==> src/rtl/qwt_pkg.sv <==
// Shared types and constants for the quoted word tokenizer.
`default_nettype none

package qwt_pkg;

    // Result kinds.
    localparam logic [1:0] KIND_APPEND    = 2'd0;
    localparam logic [1:0] KIND_CLOSE     = 2'd1;
    localparam logic [1:0] KIND_LINE_DONE = 2'd2;
    localparam logic [1:0] KIND_MORE      = 2'd3;

    // Character codes that steer the parser.
    localparam logic [7:0] CH_DQUOTE  = 8'h22;
    localparam logic [7:0] CH_SQUOTE  = 8'h27;
    localparam logic [7:0] CH_BSLASH  = 8'h5C;
    localparam logic [7:0] CH_DOLLAR  = 8'h24;
    localparam logic [7:0] CH_BQUOTE  = 8'h60;
    localparam logic [7:0] CH_SPACE   = 8'h20;
    localparam logic [7:0] CH_NEWLINE = 8'h0A;

    // Parser state carried from one character to the next.
    typedef struct packed {
        logic in_single;
        logic in_double;
        logic escape_pending;
        logic prev_raw_space;
        logic at_line_start;
        logic word_nonempty;
    } state_t;

    // One result as it is queued for the output port.
    typedef struct packed {
        logic [1:0] kind;
        logic [7:0] char_value;
        logic       last;
    } result_t;

endpackage

`default_nettype wire

==> src/rtl/qwt_step.sv <==
// Next-state and result logic for one character or line-end transaction.
`default_nettype none

module qwt_step (
    input  wire qwt_pkg::state_t  cur_state,
    input  wire logic [7:0]       char_code,
    input  wire logic             line_end,
    output qwt_pkg::state_t       next_state,
    output logic [1:0]            res_count,
    output qwt_pkg::result_t      res0,
    output qwt_pkg::result_t      res1
);
    import qwt_pkg::*;

    logic kept_char;

    // Characters that a backslash inside double quotes really escapes.
    assign kept_char = (char_code == CH_DQUOTE) || (char_code == CH_BSLASH) ||
                       (char_code == CH_DOLLAR) || (char_code == CH_BQUOTE);

    // Decide the results and the state update for the current transaction.
    always_comb
    begin
        next_state = cur_state;
        res_count  = 2'd0;
        res0       = '0;
        res1       = '0;

        if (line_end)
        begin
            if (cur_state.escape_pending)
            begin
                res0.kind = KIND_MORE;
                res_count = 2'd1;
            end
            else if (cur_state.in_single || cur_state.in_double)
            begin
                res0.kind       = KIND_APPEND;
                res0.char_value = CH_NEWLINE;
                res1.kind       = KIND_MORE;
                res_count       = 2'd2;
                next_state.word_nonempty = 1'b1;
            end
            else if (cur_state.word_nonempty)
            begin
                res0.kind = KIND_CLOSE;
                res1.kind = KIND_LINE_DONE;
                res_count = 2'd2;
                next_state.word_nonempty = 1'b0;
            end
            else
            begin
                res0.kind = KIND_LINE_DONE;
                res_count = 2'd1;
            end
            next_state.at_line_start  = 1'b1;
            next_state.prev_raw_space = 1'b0;
        end
        else
        begin
            if (cur_state.escape_pending)
            begin
                // Inside double quotes an ordinary character keeps its backslash.
                if (cur_state.in_double && !kept_char && !cur_state.at_line_start)
                begin
                    res0.kind       = KIND_APPEND;
                    res0.char_value = CH_BSLASH;
                    res1.kind       = KIND_APPEND;
                    res1.char_value = char_code;
                    res_count       = 2'd2;
                end
                else
                begin
                    res0.kind       = KIND_APPEND;
                    res0.char_value = char_code;
                    res_count       = 2'd1;
                end
                next_state.escape_pending = 1'b0;
                next_state.word_nonempty  = 1'b1;
            end
            else if (cur_state.in_double)
            begin
                if (char_code == CH_DQUOTE)
                    next_state.in_double = 1'b0;
                else if (char_code == CH_BSLASH)
                    next_state.escape_pending = 1'b1;
                else
                begin
                    res0.kind       = KIND_APPEND;
                    res0.char_value = char_code;
                    res_count       = 2'd1;
                    next_state.word_nonempty = 1'b1;
                end
            end
            else if (cur_state.in_single)
            begin
                if (char_code == CH_SQUOTE)
                    next_state.in_single = 1'b0;
                else
                begin
                    res0.kind       = KIND_APPEND;
                    res0.char_value = char_code;
                    res_count       = 2'd1;
                    next_state.word_nonempty = 1'b1;
                end
            end
            else if ((char_code == CH_SPACE) &&
                     (cur_state.at_line_start || cur_state.prev_raw_space))
            begin
                // Leading or repeated space: nothing to report.
            end
            else if (char_code == CH_DQUOTE)
                next_state.in_double = 1'b1;
            else if (char_code == CH_SQUOTE)
                next_state.in_single = 1'b1;
            else if (char_code == CH_BSLASH)
                next_state.escape_pending = 1'b1;
            else if (char_code == CH_SPACE)
            begin
                res0.kind = KIND_CLOSE;
                res_count = 2'd1;
                next_state.word_nonempty = 1'b0;
            end
            else
            begin
                res0.kind       = KIND_APPEND;
                res0.char_value = char_code;
                res_count       = 2'd1;
                next_state.word_nonempty = 1'b1;
            end
            next_state.at_line_start  = 1'b0;
            next_state.prev_raw_space = (char_code == CH_SPACE);
        end

        // Flag the final result of this transaction.
        if (res_count == 2'd1)
            res0.last = 1'b1;
        if (res_count == 2'd2)
            res1.last = 1'b1;
    end

endmodule

`default_nettype wire

==> src/rtl/qwt_result_fifo.sv <==
// Four-entry queue: up to two results in per cycle, one out unless stalled.
`default_nettype none

module qwt_result_fifo (
    input  wire logic             clk,
    input  wire logic             rst_n,
    input  wire logic [1:0]       push_count,
    input  wire qwt_pkg::result_t push0,
    input  wire qwt_pkg::result_t push1,
    output logic                  room_for_two,
    output logic                  out_valid,
    input  wire logic             out_stall,
    output qwt_pkg::result_t      head
);
    import qwt_pkg::*;

    result_t    entry_reg [4];
    logic [1:0] wr_ptr_reg;
    logic [1:0] wr_ptr_next;
    logic [1:0] rd_ptr_reg;
    logic [1:0] rd_ptr_next;
    logic [2:0] count_reg;
    logic [2:0] count_next;
    logic       pop;

    // Handshake and occupancy.
    assign out_valid    = (count_reg != 3'd0);
    assign pop          = out_valid && !out_stall;
    assign room_for_two = (count_reg <= 3'd2);
    assign head         = entry_reg[rd_ptr_reg];

    // Pointer and count updates.
    assign wr_ptr_next = wr_ptr_reg + push_count;
    assign rd_ptr_next = rd_ptr_reg + {1'b0, pop};
    assign count_next  = count_reg + {1'b0, push_count} - {2'b00, pop};

    always_ff @(posedge clk or negedge rst_n)
    begin
        if (!rst_n)
        begin
            wr_ptr_reg <= 2'd0;
            rd_ptr_reg <= 2'd0;
            count_reg  <= 3'd0;
        end
        else
        begin
            wr_ptr_reg <= wr_ptr_next;
            rd_ptr_reg <= rd_ptr_next;
            count_reg  <= count_next;
        end
    end

    // Entry storage; the second result goes one slot after the first.
    always_ff @(posedge clk)
    begin
        if (push_count != 2'd0)
            entry_reg[wr_ptr_reg] <= push0;
        if (push_count == 2'd2)
            entry_reg[wr_ptr_reg + 2'd1] <= push1;
    end

endmodule

`default_nettype wire

==> src/rtl/quoted_word_tokenizer_unit.sv <==
// Top level of the quoted word tokenizer: input register, parser state and result queue.
//
//  Channel | Handshake          | Payload
//  --------+--------------------+------------------------------
//  input   | in_valid, in_stall | char_code[7:0], line_end
//  output  | out_valid, out_stall | kind[1:0], char_value[7:0], last
//
// A transaction is captured in the input register and parsed from there once the
// queue has two free slots; its zero, one or two results go to a four-entry queue.
// The single output port drains one result per cycle while out_stall is low, so the
// block takes one transaction per cycle for single-result characters, but not for
// two-result ones. Reset clears the parser state to line start and empties the queue.
// in_stall rises while a captured transaction waits for two free queue slots.
`default_nettype none

module quoted_word_tokenizer_unit (
    input  wire logic       clk,
    input  wire logic       rst_n,
    input  wire logic       in_valid,
    output logic            in_stall,
    input  wire logic [7:0] char_code,
    input  wire logic       line_end,
    output logic            out_valid,
    input  wire logic       out_stall,
    output logic [1:0]      kind,
    output logic [7:0]      char_value,
    output logic            last
);
    import qwt_pkg::*;

    logic       in_full_reg;
    logic       in_full_next;
    logic [7:0] in_char_reg;
    logic       in_eol_reg;
    state_t     state_reg;
    state_t     state_next;
    logic [1:0] step_count;
    result_t    step_res0;
    result_t    step_res1;
    logic       room_for_two;
    logic       advance;
    logic       in_accept;
    logic [1:0] push_count;
    result_t    head;

    // Input register control.
    assign advance      = in_full_reg && room_for_two;
    assign in_stall     = in_full_reg && !room_for_two;
    assign in_accept    = in_valid && !in_stall;
    assign in_full_next = in_accept || (in_full_reg && !advance);
    assign push_count   = advance ? step_count : 2'd0;

    always_ff @(posedge clk or negedge rst_n)
    begin
        if (!rst_n)
            in_full_reg <= 1'b0;
        else
            in_full_reg <= in_full_next;
    end

    always_ff @(posedge clk)
    begin
        if (in_accept)
        begin
            in_char_reg <= char_code;
            in_eol_reg  <= line_end;
        end
    end

    // Parser state advances when the captured transaction is processed.
    always_ff @(posedge clk or negedge rst_n)
    begin
        if (!rst_n)
            state_reg <= '{in_single: 1'b0, in_double: 1'b0, escape_pending: 1'b0,
                           prev_raw_space: 1'b0, at_line_start: 1'b1,
                           word_nonempty: 1'b0};
        else if (advance)
            state_reg <= state_next;
    end

    qwt_step u_step (
        .cur_state  (state_reg),
        .char_code  (in_char_reg),
        .line_end   (in_eol_reg),
        .next_state (state_next),
        .res_count  (step_count),
        .res0       (step_res0),
        .res1       (step_res1)
    );

    qwt_result_fifo u_fifo (
        .clk          (clk),
        .rst_n        (rst_n),
        .push_count   (push_count),
        .push0        (step_res0),
        .push1        (step_res1),
        .room_for_two (room_for_two),
        .out_valid    (out_valid),
        .out_stall    (out_stall),
        .head         (head)
    );

    // Output payload.
    assign kind       = head.kind;
    assign char_value = head.char_value;
    assign last       = head.last;

endmodule

`default_nettype wire

==> config.mk <==
export PLATFORM = sky130hd
export DESIGN_NAME = quoted_word_tokenizer_unit
export DESIGN_NICKNAME = d
export VERILOG_FILES = /design/src/rtl/qwt_pkg.sv /design/src/rtl/qwt_step.sv /design/src/rtl/qwt_result_fifo.sv /design/src/rtl/quoted_word_tokenizer_unit.sv
export SDC_FILE = /design/constraint.sdc
export NUM_CORES = 1
export LEC_CHECK = 0
export BUFFER_PORTS_ARGS = -buffer_cell sky130_fd_sc_hd__buf_2
export CORE_ASPECT_RATIO = 1.1
export CORE_MARGIN = 4
export CORE_UTILIZATION = 31
export DETAILED_ROUTE_END_ITERATION = 7
export SLEW_MARGIN = 10
export SYNTH_ARGS = -nofsm -noshare
export SYNTH_HDL_FRONTEND = slang
export SYNTH_SLANG_ARGS = --single-unit
==> constraint.sdc <==
create_clock -name clk -period 3.3 [get_ports clk]
set_input_delay 0.495 -clock clk [delete_from_list [all_inputs] [get_ports clk]]
set_output_delay 0.495 -clock clk [all_outputs]
set_load 0.005 [all_outputs]
==> reports/metrics.csv, run 1 <==
metric,value,unit
finalInstanceArea,0.00411,sq mm
post_cts_buffers,0,
skew,6.62,ps
ys_ff_latch,67,
fp.dieH,120,microns
syn2layout_area_growth,17.0,%
clockBufferDepth,2,
maxCapViolCount,0,
yosys_most_used_dff,edfxtp_1,
drc_errors,0,
grt_pass1_vias,2337,
rsz0062_at_grt,no,
fin_util,0.373,
final_cell_mix,"53 x edfxtp_1, 25 x buf_2, 21 x o21ai_0, 15 x nand2_1, 13 x dfrtp_1",
dieArea,0.0131,sq mm
numCtsBuffers,9,
cts_tree,built,
crit_arrival,3110,ps
worstSetupEndpointType,flip-flop,
tightestPinTransition,744,ps
clock-sinks,67,
min_period_over_period,0.878,
track_usage,0.127,
synth_top_cell_by_area,edfxtp_1,
power_density,877,mW/mm^2
viasPerCell,5.16,
power.leakage,1.51,nW
hold_buffers,0,
setup_viol,0,
ctsHtreeMaxLevel,3,
dpl_cell_area,0.00384,sq mm
dp_slack,403,ps
synthTopCellsByArea,"edfxtp_1 45%, dfrtp_1 9.3%, mux4_2 7.1%",
status,finished clean,
fp.coreArea,0.0110,sq mm
via_count,2379,
cp_max_fo,8,
diodes,0,
tns,0,ps
io_pins,26,
drive_above_1_share,0.255,
synth_nets,294,
finalMaxSlewViolations,0,
gp_congestion,0.895,
worst_hold_slack,54.3,ps
antenna_found_initial,0,
hold_viol_final,0,
clkLatencyLatePin,330,ps
floorplan.die.width,109,microns
worst_r2r_path_depth,10,
path_clk_slew,60,ps
syn_area,0.00351,sq mm
ys_seq_area_frac,0.553,
port_buffers,25,
synth.avg_cell_area,12.8,sq um
r2r-end,u_fifo.count_reg[2],
overflow,0,
start_kind,flip-flop,
drtIter0Drc,148,
ctsRootBufferMaster,clkbuf_16,
worstPathRequired,3510,ps
timing.final.ws_setup,402,ps
hold_class,in2async,
wl_per_cell,16.8,microns
wirelength,7750,microns
synth.top_cell.area_share,0.453,
start_util,0.319,
grt_max_degree,21,
syn-instance-count,275,
yosys_warnings,0,
largest_reg_flops,44,
antenna_left,0,
dr.pass1.iters,5,
async_flop_share,0.209,
min_period,2900,ps
max_freq,345,MHz
rr_startpoint,in_char_reg[3],
ir_drop,0.000284,V
fin_nets,328,
grt_first_pass_wirelength,12600,microns
r2r_slack,400,ps
ys_types,62,
crit_type,reg2reg,
hpwlAfterDp,5780,microns
slew_headroom,0.500,
synth_edf_count,53,
rows,40,
ctsResizeCount,0,
layout_commonest_cell,edfxtp_1,
==> cells by family (layout without fill, tap and decap cells) <==
| group | Yosys count | in the layout | synth area share |
|---|---|---|---|
| adder cells (fa/ha/maj) | 6 | 6 | 0.0235 |
| flip-flops | 67 | 67 | 0.553 |
| XOR/XNOR | 7 | 7 | 0.0175 |
| buffers and inverters | 26 | 65 | 0.0335 |
| multiplexers | 16 | 16 | 0.0866 |
| AO/OA/AOI/OAI | 72 | 72 | 0.150 |
| AND/OR/NAND/NOR | 81 | 81 | 0.135 |
==> power breakdown <==
part	internal, mW	switching, mW
sequential	1.26	0.204
clock	0.504	0.364
combinational	0.590	0.683
==> per-stage QoR <==
step | std cells | power [mW]
after floorplan | 275 | 2.30
after global placement | 445 | 2.75
after detailed placement | 445 | 2.77
after CTS | 461 | 3.65
after global routing | 461 | 3.85
final | 461 | 3.60
==> routing by layer <==
| metal | vias to the layer above | part of all wire | track usage |
|---|---|---|---|
| met5 | - | 0 | 0 |
| met3 | 14 | 0.055 | 0.0312 |
| met2 | 72 | 0.47 | 0.189 |
| met4 | 0 | 0.024 | 0.0592 |
| met1 | 1164 | 0.45 | 0.173 |
| li1 | 1129 | - | - |
==> worst max-delay path by stage <==
stage                   start                  end  slack, ps
6_report       in_char_reg[3]  u_fifo.count_reg[2]        400
5_1_grt        in_char_reg[3]  u_fifo.count_reg[2]        250
4_1_cts        in_char_reg[3]  u_fifo.count_reg[2]        400
3_5_place_dp   in_char_reg[3]  u_fifo.count_reg[2]        400
3_3_place_gp   in_char_reg[3]  u_fifo.count_reg[2]        450
2_1_floorplan  in_char_reg[3]  u_fifo.count_reg[2]        510
==> cell usage after synthesis (all sizes together), types with 5 or more instances <==
cell type,n
edfxtp,53
o21ai,25
nand2,15
or2,14
dfrtp,13
inv,12
mux4,11
nor2,11
nor3,9
a21oi,8
buf,8
nand3,7
clkbuf,6
o22ai,6
ha,5
mux2,5
nand2b,5
or3,5
==> final cells by class <==
| type | instances | area, sq um |
|---|---|---|
| clock buffers | 9 | 225 |
| clock inverters | 7 | 43.8 |
| fillers | 1103 | 6900 |
| inverters | 12 | 45.0 |
| multi-input cells | 182 | 1450 |
| flip-flops and latches | 67 | 1940 |
| well taps | 147 | 184 |
| repair buffers | 37 | 215 |
==> worst max-delay path: stages, from the launching register on <==
cell and delay, ps:
edfxtp_1 420, or4b_1 800, nand2b_4 250, o22ai_4 160, o22ai_1 130, nor2_1 170, ha_1 160, inv_1 40
fa_1 370, xor2_1 160, xnor2_1 120
(Power assumes the default switching activity.)
==> run 2: changes to the inputs <==
--- a/config.mk
+++ b/config.mk
@@ -5,11 +5,13 @@
 export SDC_FILE = /design/constraint.sdc
 export NUM_CORES = 1
 export LEC_CHECK = 0
+export ABC_AREA = 1
 export BUFFER_PORTS_ARGS = -buffer_cell sky130_fd_sc_hd__buf_2
 export CORE_ASPECT_RATIO = 1.1
 export CORE_MARGIN = 4
 export CORE_UTILIZATION = 31
 export DETAILED_ROUTE_END_ITERATION = 7
+export REMOVE_ABC_BUFFERS = 1
 export SLEW_MARGIN = 10
 export SYNTH_ARGS = -nofsm -noshare
 export SYNTH_HDL_FRONTEND = slang
==> reports/metrics.csv, run 2 <==
metric,value,unit,change
status,finished clean,,unchanged
finalInstanceArea,0.00412,sq mm,was 0.00411 sq mm
syn_area,0.00356,sq mm,was 0.00351 sq mm
ys_ff_latch,67,,unchanged
drtIter0Drc,99,,was 148
grt_max_degree,25,,was 21
worst_r2r_path_depth,16,,was 10
clockBufferDepth,2,,unchanged
fp.coreArea,0.0111,sq mm,was 0.0110 sq mm
drive_above_1_share,0.158,,was 0.255
tns,0,ps,unchanged
dp.cells,556,,was 445
ys_seq_area_frac,0.546,,was 0.553
numCtsBuffers,9,,unchanged
hold_class,in2async,,unchanged
slew_headroom,0.498,,was 0.500
cp_max_fo,6,,was 8
synth.avg_cell_area,9.03,sq um,was 12.8 sq um
synth.top_cell.area_share,0.448,,was 0.453
crit_chain,"inv_2, nand2_2, nor2_1, nand2_1, nand3_2, nor2_4, nor2_4, nand3_1, nand2_1, nand2_1, inv_1, ha_1, inv_1, fa_1, xnor2_1, xor2_1",,"was or4b_1, nand2b_4, o22ai_4, o22ai_1, nor2_1, ha_1, inv_1, fa_1, xor2_1, xnor2_1"
drc_errors,0,,unchanged
start_kind,flip-flop,,unchanged
layout_commonest_cell,nand2_1,,was edfxtp_1
yosys_most_used_dff,edfxtp_1,,unchanged
dieArea,0.0133,sq mm,was 0.0131 sq mm
multi_input_area,0.00140,sq mm,was 0.00145 sq mm
grt_pass1_vias,2704,,"was 2,337"
synthTopCellsByArea,"edfxtp_1 45%, nand2_1 9.8%, dfrtp_1 9.1%",,"was edfxtp_1 45%, dfrtp_1 9.3%, mux4_2 7.1%"
ir_drop,0.000367,V,was 0.000284 V
path_buf_inv,3,,was 1
n_fill_cell,1087,,"was 1,103"
fin_nets,439,,was 328
ys_types,36,,was 62
critical-path-top-delay-family,simple AND/OR/NAND/NOR gates,,unchanged
synth_commonest_cells,"93 x nand2_1, 54 x o21ai_0, 53 x edfxtp_1",,"was 53 x edfxtp_1, 21 x o21ai_0, 15 x nand2_1"
rows,40,,unchanged
timing.final.ws_setup,631,ps,was 402 ps
path_clk_slew,60,ps,about the same
floorplan.die.width,110,microns,was 109 microns
min_period,2670,ps,was 2900 ps
hold_viol_final,0,,unchanged
worstSetupEndpointType,flip-flop,,unchanged
diodes,0,,unchanged
dpl_cell_area,0.00382,sq mm,was 0.00384 sq mm
antenna_found_initial,0,,unchanged
finalNonFillerCells,572,,was 461
crit_arrival,2920,ps,was 3110 ps
power.leakage,1.76,nW,was 1.51 nW
min_period_over_period,0.809,,was 0.878
gp_congestion,0.837,,was 0.895
ctsRootBufferMaster,clkbuf_16,,unchanged
power_density,902,mW/mm^2,was 877 mW/mm^2
yosysMostFrequentCell,nand2_1,,was edfxtp_1
final_cell_mix,"93 x nand2_1, 54 x o21ai_0, 53 x edfxtp_1, 49 x nor2_1, 35 x inv_1",,"was 53 x edfxtp_1, 25 x buf_2, 21 x o21ai_0, 15 x nand2_1, 13 x dfrtp_1"
cts_tree,built,,unchanged
ctsResizeCount,0,,unchanged
antenna_left,0,,unchanged
fp.dieH,120,microns,about the same
cpMaxStageDelayCell,edfxtp_1,,was or4b_1
yosys_warnings,0,,unchanged
worstPathRequired,3550,ps,was 3510 ps
viasPerCell,4.76,,was 5.16
port_buffers,25,,unchanged
seq_area,0.00194,sq mm,unchanged
post_cts_buffers,0,,unchanged
syn-instance-count,394,,was 275
max_stage_delay,460,ps,was 800 ps
crit_type,reg2reg,,unchanged
fin_util,0.372,,was 0.373
tightestPinTransition,750,ps,was 744 ps
clock-sinks,67,,unchanged
hpwlAfterDp,5590,microns,was 5780 microns
hold_buffers,0,,unchanged
wirelength,7910,microns,was 7750 microns
grt_first_pass_wirelength,13300,microns,"was 12,600 microns"
async_flop_share,0.209,,unchanged
finalMaxSlewViolations,0,,unchanged
dp_slack,636,ps,was 403 ps
syn2layout_area_growth,15.8,%,was 17.0%
io_pins,26,,unchanged
synth_top_cell_by_area,edfxtp_1,,unchanged
start_util,0.321,,was 0.319
largest_reg_flops,44,,unchanged
overflow,0,,unchanged
critPathMostFrequentCell,nand2_1,,
maxCapViolCount,0,,unchanged
dr.pass1.iters,5,,unchanged
max_freq,375,MHz,was 345 MHz
rsz0062_at_grt,no,,unchanged
clkLatencyLatePin,320,ps,was 330 ps
via_count,2725,,"was 2,379"
synth_edf_count,53,,unchanged
ctsHtreeMaxLevel,3,,unchanged
setup_viol,0,,unchanged
track_usage,0.129,,was 0.127
critical_path_depth,16,,was 10
wl_per_cell,13.8,microns,was 16.8 microns
skew,4.86,ps,was 6.62 ps
-- run 2: cell types whose count changed after synthesis, sizes merged, moves of 6 or more --
cell / previous run / this run
nand3: 7 / 13
o22ai: 6 / 13
nand2: 15 / 97
inv: 12 / 40
nor2: 11 / 53
mux4: 11 / 0
or2: 14 / 1
o21ai: 25 / 63
-- run 2: worst paths after layout --
path	from	endpoint	slack (ps)
setup / recovery	in_char_reg[0]	u_fifo.count_reg[2]	630
hold reg to reg	in_full_reg	in_full_reg	500
max in group asynchronous	rst_n	state_reg[1]	2920
hold / removal	rst_n	u_fifo.count_reg[0]	70
min in group clk	char_code[6]	in_char_reg[6]	340
setup reg to reg	in_char_reg[0]	u_fifo.count_reg[2]	630
-- run 2: cells by family after synthesis --
logic type,after synthesis,share of synthesized area
adders and majority gates,6,0.0232
DFF,67,0.546
xor gates and xnor gates,3,0.00739
and+or+nand+nor,172,0.213
buffers and inverters,52,0.0605
AOI/OAI and AO/OA,94,0.149
-- run 2: metrics by stage --
step / power, mW / hold slack (ps)
final: 3.71 / 72.3
after global routing: 4.03 / 91.3
after CTS: 3.76 / 78.6
after detailed placement: 2.82 / 427
after global placement: 2.79 / 418
after floorplan: 2.34 / 199
-- run 2: area by class of cell --
cell class,instances,area share
Multi-Input combinational cell,275,0.340
Clock buffer,9,0.0547
Inverter,40,0.0383
Clock inverter,7,0.0167
Tap cell,147,0.0447
Sequential cell,67,0.472
Timing Repair Buffer,27,0.0340
-- run 2: per-layer routing --
layer  up-vias  GRT usage  part of all wire
li1       1394          -                 -
met4         0     0.0400             0.014
met2        77      0.216              0.49
met5         -          0                 0
met3         9     0.0299             0.057
met1      1245      0.165              0.44
-- run 2: power breakdown --
| group | internal, mW | total, mW | switching [mW] |
|---|---|---|---|
| combinational | 0.452 | 1.36 | 0.908 |
| clock | 0.581 | 0.935 | 0.354 |
| sequential | 1.29 | 1.42 | 0.134 |
-- run 2: worst register-to-register path, cell delays in order (launching register included) --
cell and delay (ps):
edfxtp_1 460, inv_2 110, nand2_2 70, nor2_1 130, nand2_1 150, nand3_2 130, nor2_4 60, nor2_4 190
nand3_1 100, nand2_1 90, nand2_1 80, inv_1 120, ha_1 150, inv_1 50, fa_1 370, xnor2_1 170
xor2_1 160
==> run 3: changes to the inputs <==
==> constraint.sdc (replaced) <==
create_clock -name clk -period 2.74 [get_ports clk]
set_input_delay 0.411 -clock clk [delete_from_list [all_inputs] [get_ports clk]]
set_output_delay 0.411 -clock clk [all_outputs]
set_load 0.005 [all_outputs]
==> reports/metrics.csv, run 3 (synthesis results as in run 2) <==
metric,value,unit,change
port_buffers,25,,unchanged
start_kind,flip-flop,,unchanged
skew,7.72,ps,was 4.86 ps
timing.final.ws_setup,121,ps,was 631 ps
io_pins,26,,unchanged
final_cell_mix,"92 x nand2_1, 54 x o21ai_0, 53 x edfxtp_1, 48 x nor2_1, 35 x inv_1",,"was 93 x nand2_1, 54 x o21ai_0, 53 x edfxtp_1, 49 x nor2_1, 35 x inv_1"
min_period,2620,ps,was 2670 ps
wl_per_cell,13.9,microns,was 13.8 microns
slew_headroom,0.517,,was 0.498
tightestPinTransition,722,ps,was 750 ps
clkLatencyLatePin,320,ps,about the same
track_usage,0.127,,was 0.129
grt_first_pass_wirelength,12900,microns,"was 13,300 microns"
dp_slack,85.1,ps,was 636 ps
grt_pass1_vias,2666,,"was 2,704"
wirelength,8160,microns,was 7910 microns
r2r-end,u_fifo.count_reg[2],,unchanged
hold_class,in2reg,,was in2async
crit_chain,"buf_4, nand2_1, nor2_1, nand2_2, nand3_2, nor2_4, nor2_4, buf_4, nor2_8, inv_6, ha_1, fa_2, xnor2_1, xor2_1",,"was inv_2, nand2_2, nor2_1, nand2_1, nand3_2, nor2_4, nor2_4, nand3_1, nand2_1, nand2_1, inv_1, ha_1, inv_1, fa_1, xnor2_1, xor2_1"
status,finished clean,,unchanged
hpwlAfterDp,5780,microns,was 5590 microns
numCtsBuffers,9,,unchanged
worstPathRequired,2980,ps,was 3550 ps
clock-sinks,67,,unchanged
largest_reg_flops,44,,unchanged
tns,0,ps,unchanged
floorplan.die.width,110,microns,unchanged
max_freq,382,MHz,was 375 MHz
viasPerCell,4.74,,was 4.76
max_stage_delay,450,ps,was 460 ps
worst_hold_slack,260,ps,was 72.3 ps
cp_max_fo,4,,was 6
drtIter0Drc,99,,unchanged
syn2layout_area_growth,21.1,%,was 15.8%
hold_depth,1,,
hold_path_startpoint,char_code[1],,
via_count,2777,,"was 2,725"
worstSetupEndpointType,flip-flop,,unchanged
rr_startpoint,in_char_reg[1],,was in_char_reg[0]
finalPower,4.87,mW,was 3.71 mW
start_util,0.321,,unchanged
worst_r2r_path_depth,14,,was 16
diodes,0,,unchanged
hold_viol_final,0,,unchanged
dr.pass1.iters,4,,was 5
cpMaxStageDelayCell,edfxtp_1,,unchanged
maxCapViolCount,0,,unchanged
drc_errors,0,,unchanged
path_clk_slew,60,ps,about the same
power.leakage,1.86,nW,was 1.76 nW
cts_tree,built,,unchanged
setup_viol,0,,unchanged
ir_drop,0.000375,V,was 0.000367 V
crit_arrival,2860,ps,was 2920 ps
r2r_slack,120,ps,was 630 ps
antenna_left,0,,unchanged
rows,40,,unchanged
ctsHtreeMaxLevel,3,,unchanged
clockBufferDepth,2,,unchanged
drive_above_1_share,0.194,,was 0.158
hold-path-endpoint,in_char_reg[1],,
fin_nets,453,,was 439
power_density,1130,mW/mm^2,was 902 mW/mm^2
grt_max_degree,24,,was 25
layout_commonest_cell,nand2_1,,unchanged
min_period_over_period,0.956,,was 0.809
antenna_found_initial,0,,unchanged
ctsRootBufferMaster,clkbuf_16,,unchanged
finalMaxSlewViolations,0,,unchanged
overflow,0,,unchanged
gp_congestion,0.884,,was 0.837
fp.dieH,120,microns,unchanged
fp.coreArea,0.0111,sq mm,unchanged
crit_type,reg2reg,,unchanged
dieArea,0.0133,sq mm,unchanged
[run 3: cell types whose count changed in the layout (fill, tap and decap cells not counted), sizes merged]
cell	before	now
bufinv	1	4
buf	27	40
clkbuf	9	10
dlygate4sd3	0	1
clkinv	5	2
clkinvlp	1	0
[run 3: per-layer routing]
metal	share of wire	GRT usage
met2	0.52	0.228
met3	0.052	0.0315
met1	0.42	0.145
met5	0	0
met4	0.010	0.0454
[run 3: area by class of cell]
type	instances	area [sq um]
clock buffer	10	229
clock inverter	6	138
fill	1081	6750
inverter	40	158
multi-input combinational	275	1410
sequential	67	1950
tap	147	184
timing repair buffer	41	248
[run 3: power breakdown]
part	internal [mW]	switching (mW)	leakage, nW
clock	0.984	0.420	0.177
combinational	0.635	1.12	1.02
sequential	1.54	0.166	0.661
[run 3: critical path: cells and delay by family, from the launching register on]
kind          cells  cell delay [ps]
simple gates      7              620
xor+xnor          2              370
flops             1              450
buf+inv           3              380
fa+ha+maj         2              690
[run 3: how the worst max path moves through the flow]
stage,from,end,depth (start not counted)
floorplan,u_fifo.count_reg[2],u_fifo.count_reg[2],10
global placement,in_char_reg[4],u_fifo.count_reg[2],16
CTS,in_char_reg[0],u_fifo.count_reg[2],16
detailed placement,in_char_reg[0],u_fifo.count_reg[2],16
finish,in_char_reg[1],u_fifo.count_reg[2],14
global route,in_char_reg[1],u_fifo.count_reg[2],16
[run 3: timing repair]
item	in CTS	in global routing
hold buffers	1	0
setup endpoints to repair	0	2
gates resized for setup	0	5
hold endpoints to repair	13	0
setup buffers	0	7
[run 3: metrics by stage]
step,utilization,std cells,instance area (sq um)
after floorplan,-,382,3500
after global placement,0.350,562,3870
after detailed placement,0.350,562,3870
after CTS,0.384,579,4240
after global routing,0.389,586,4310
final,0.389,586,4310
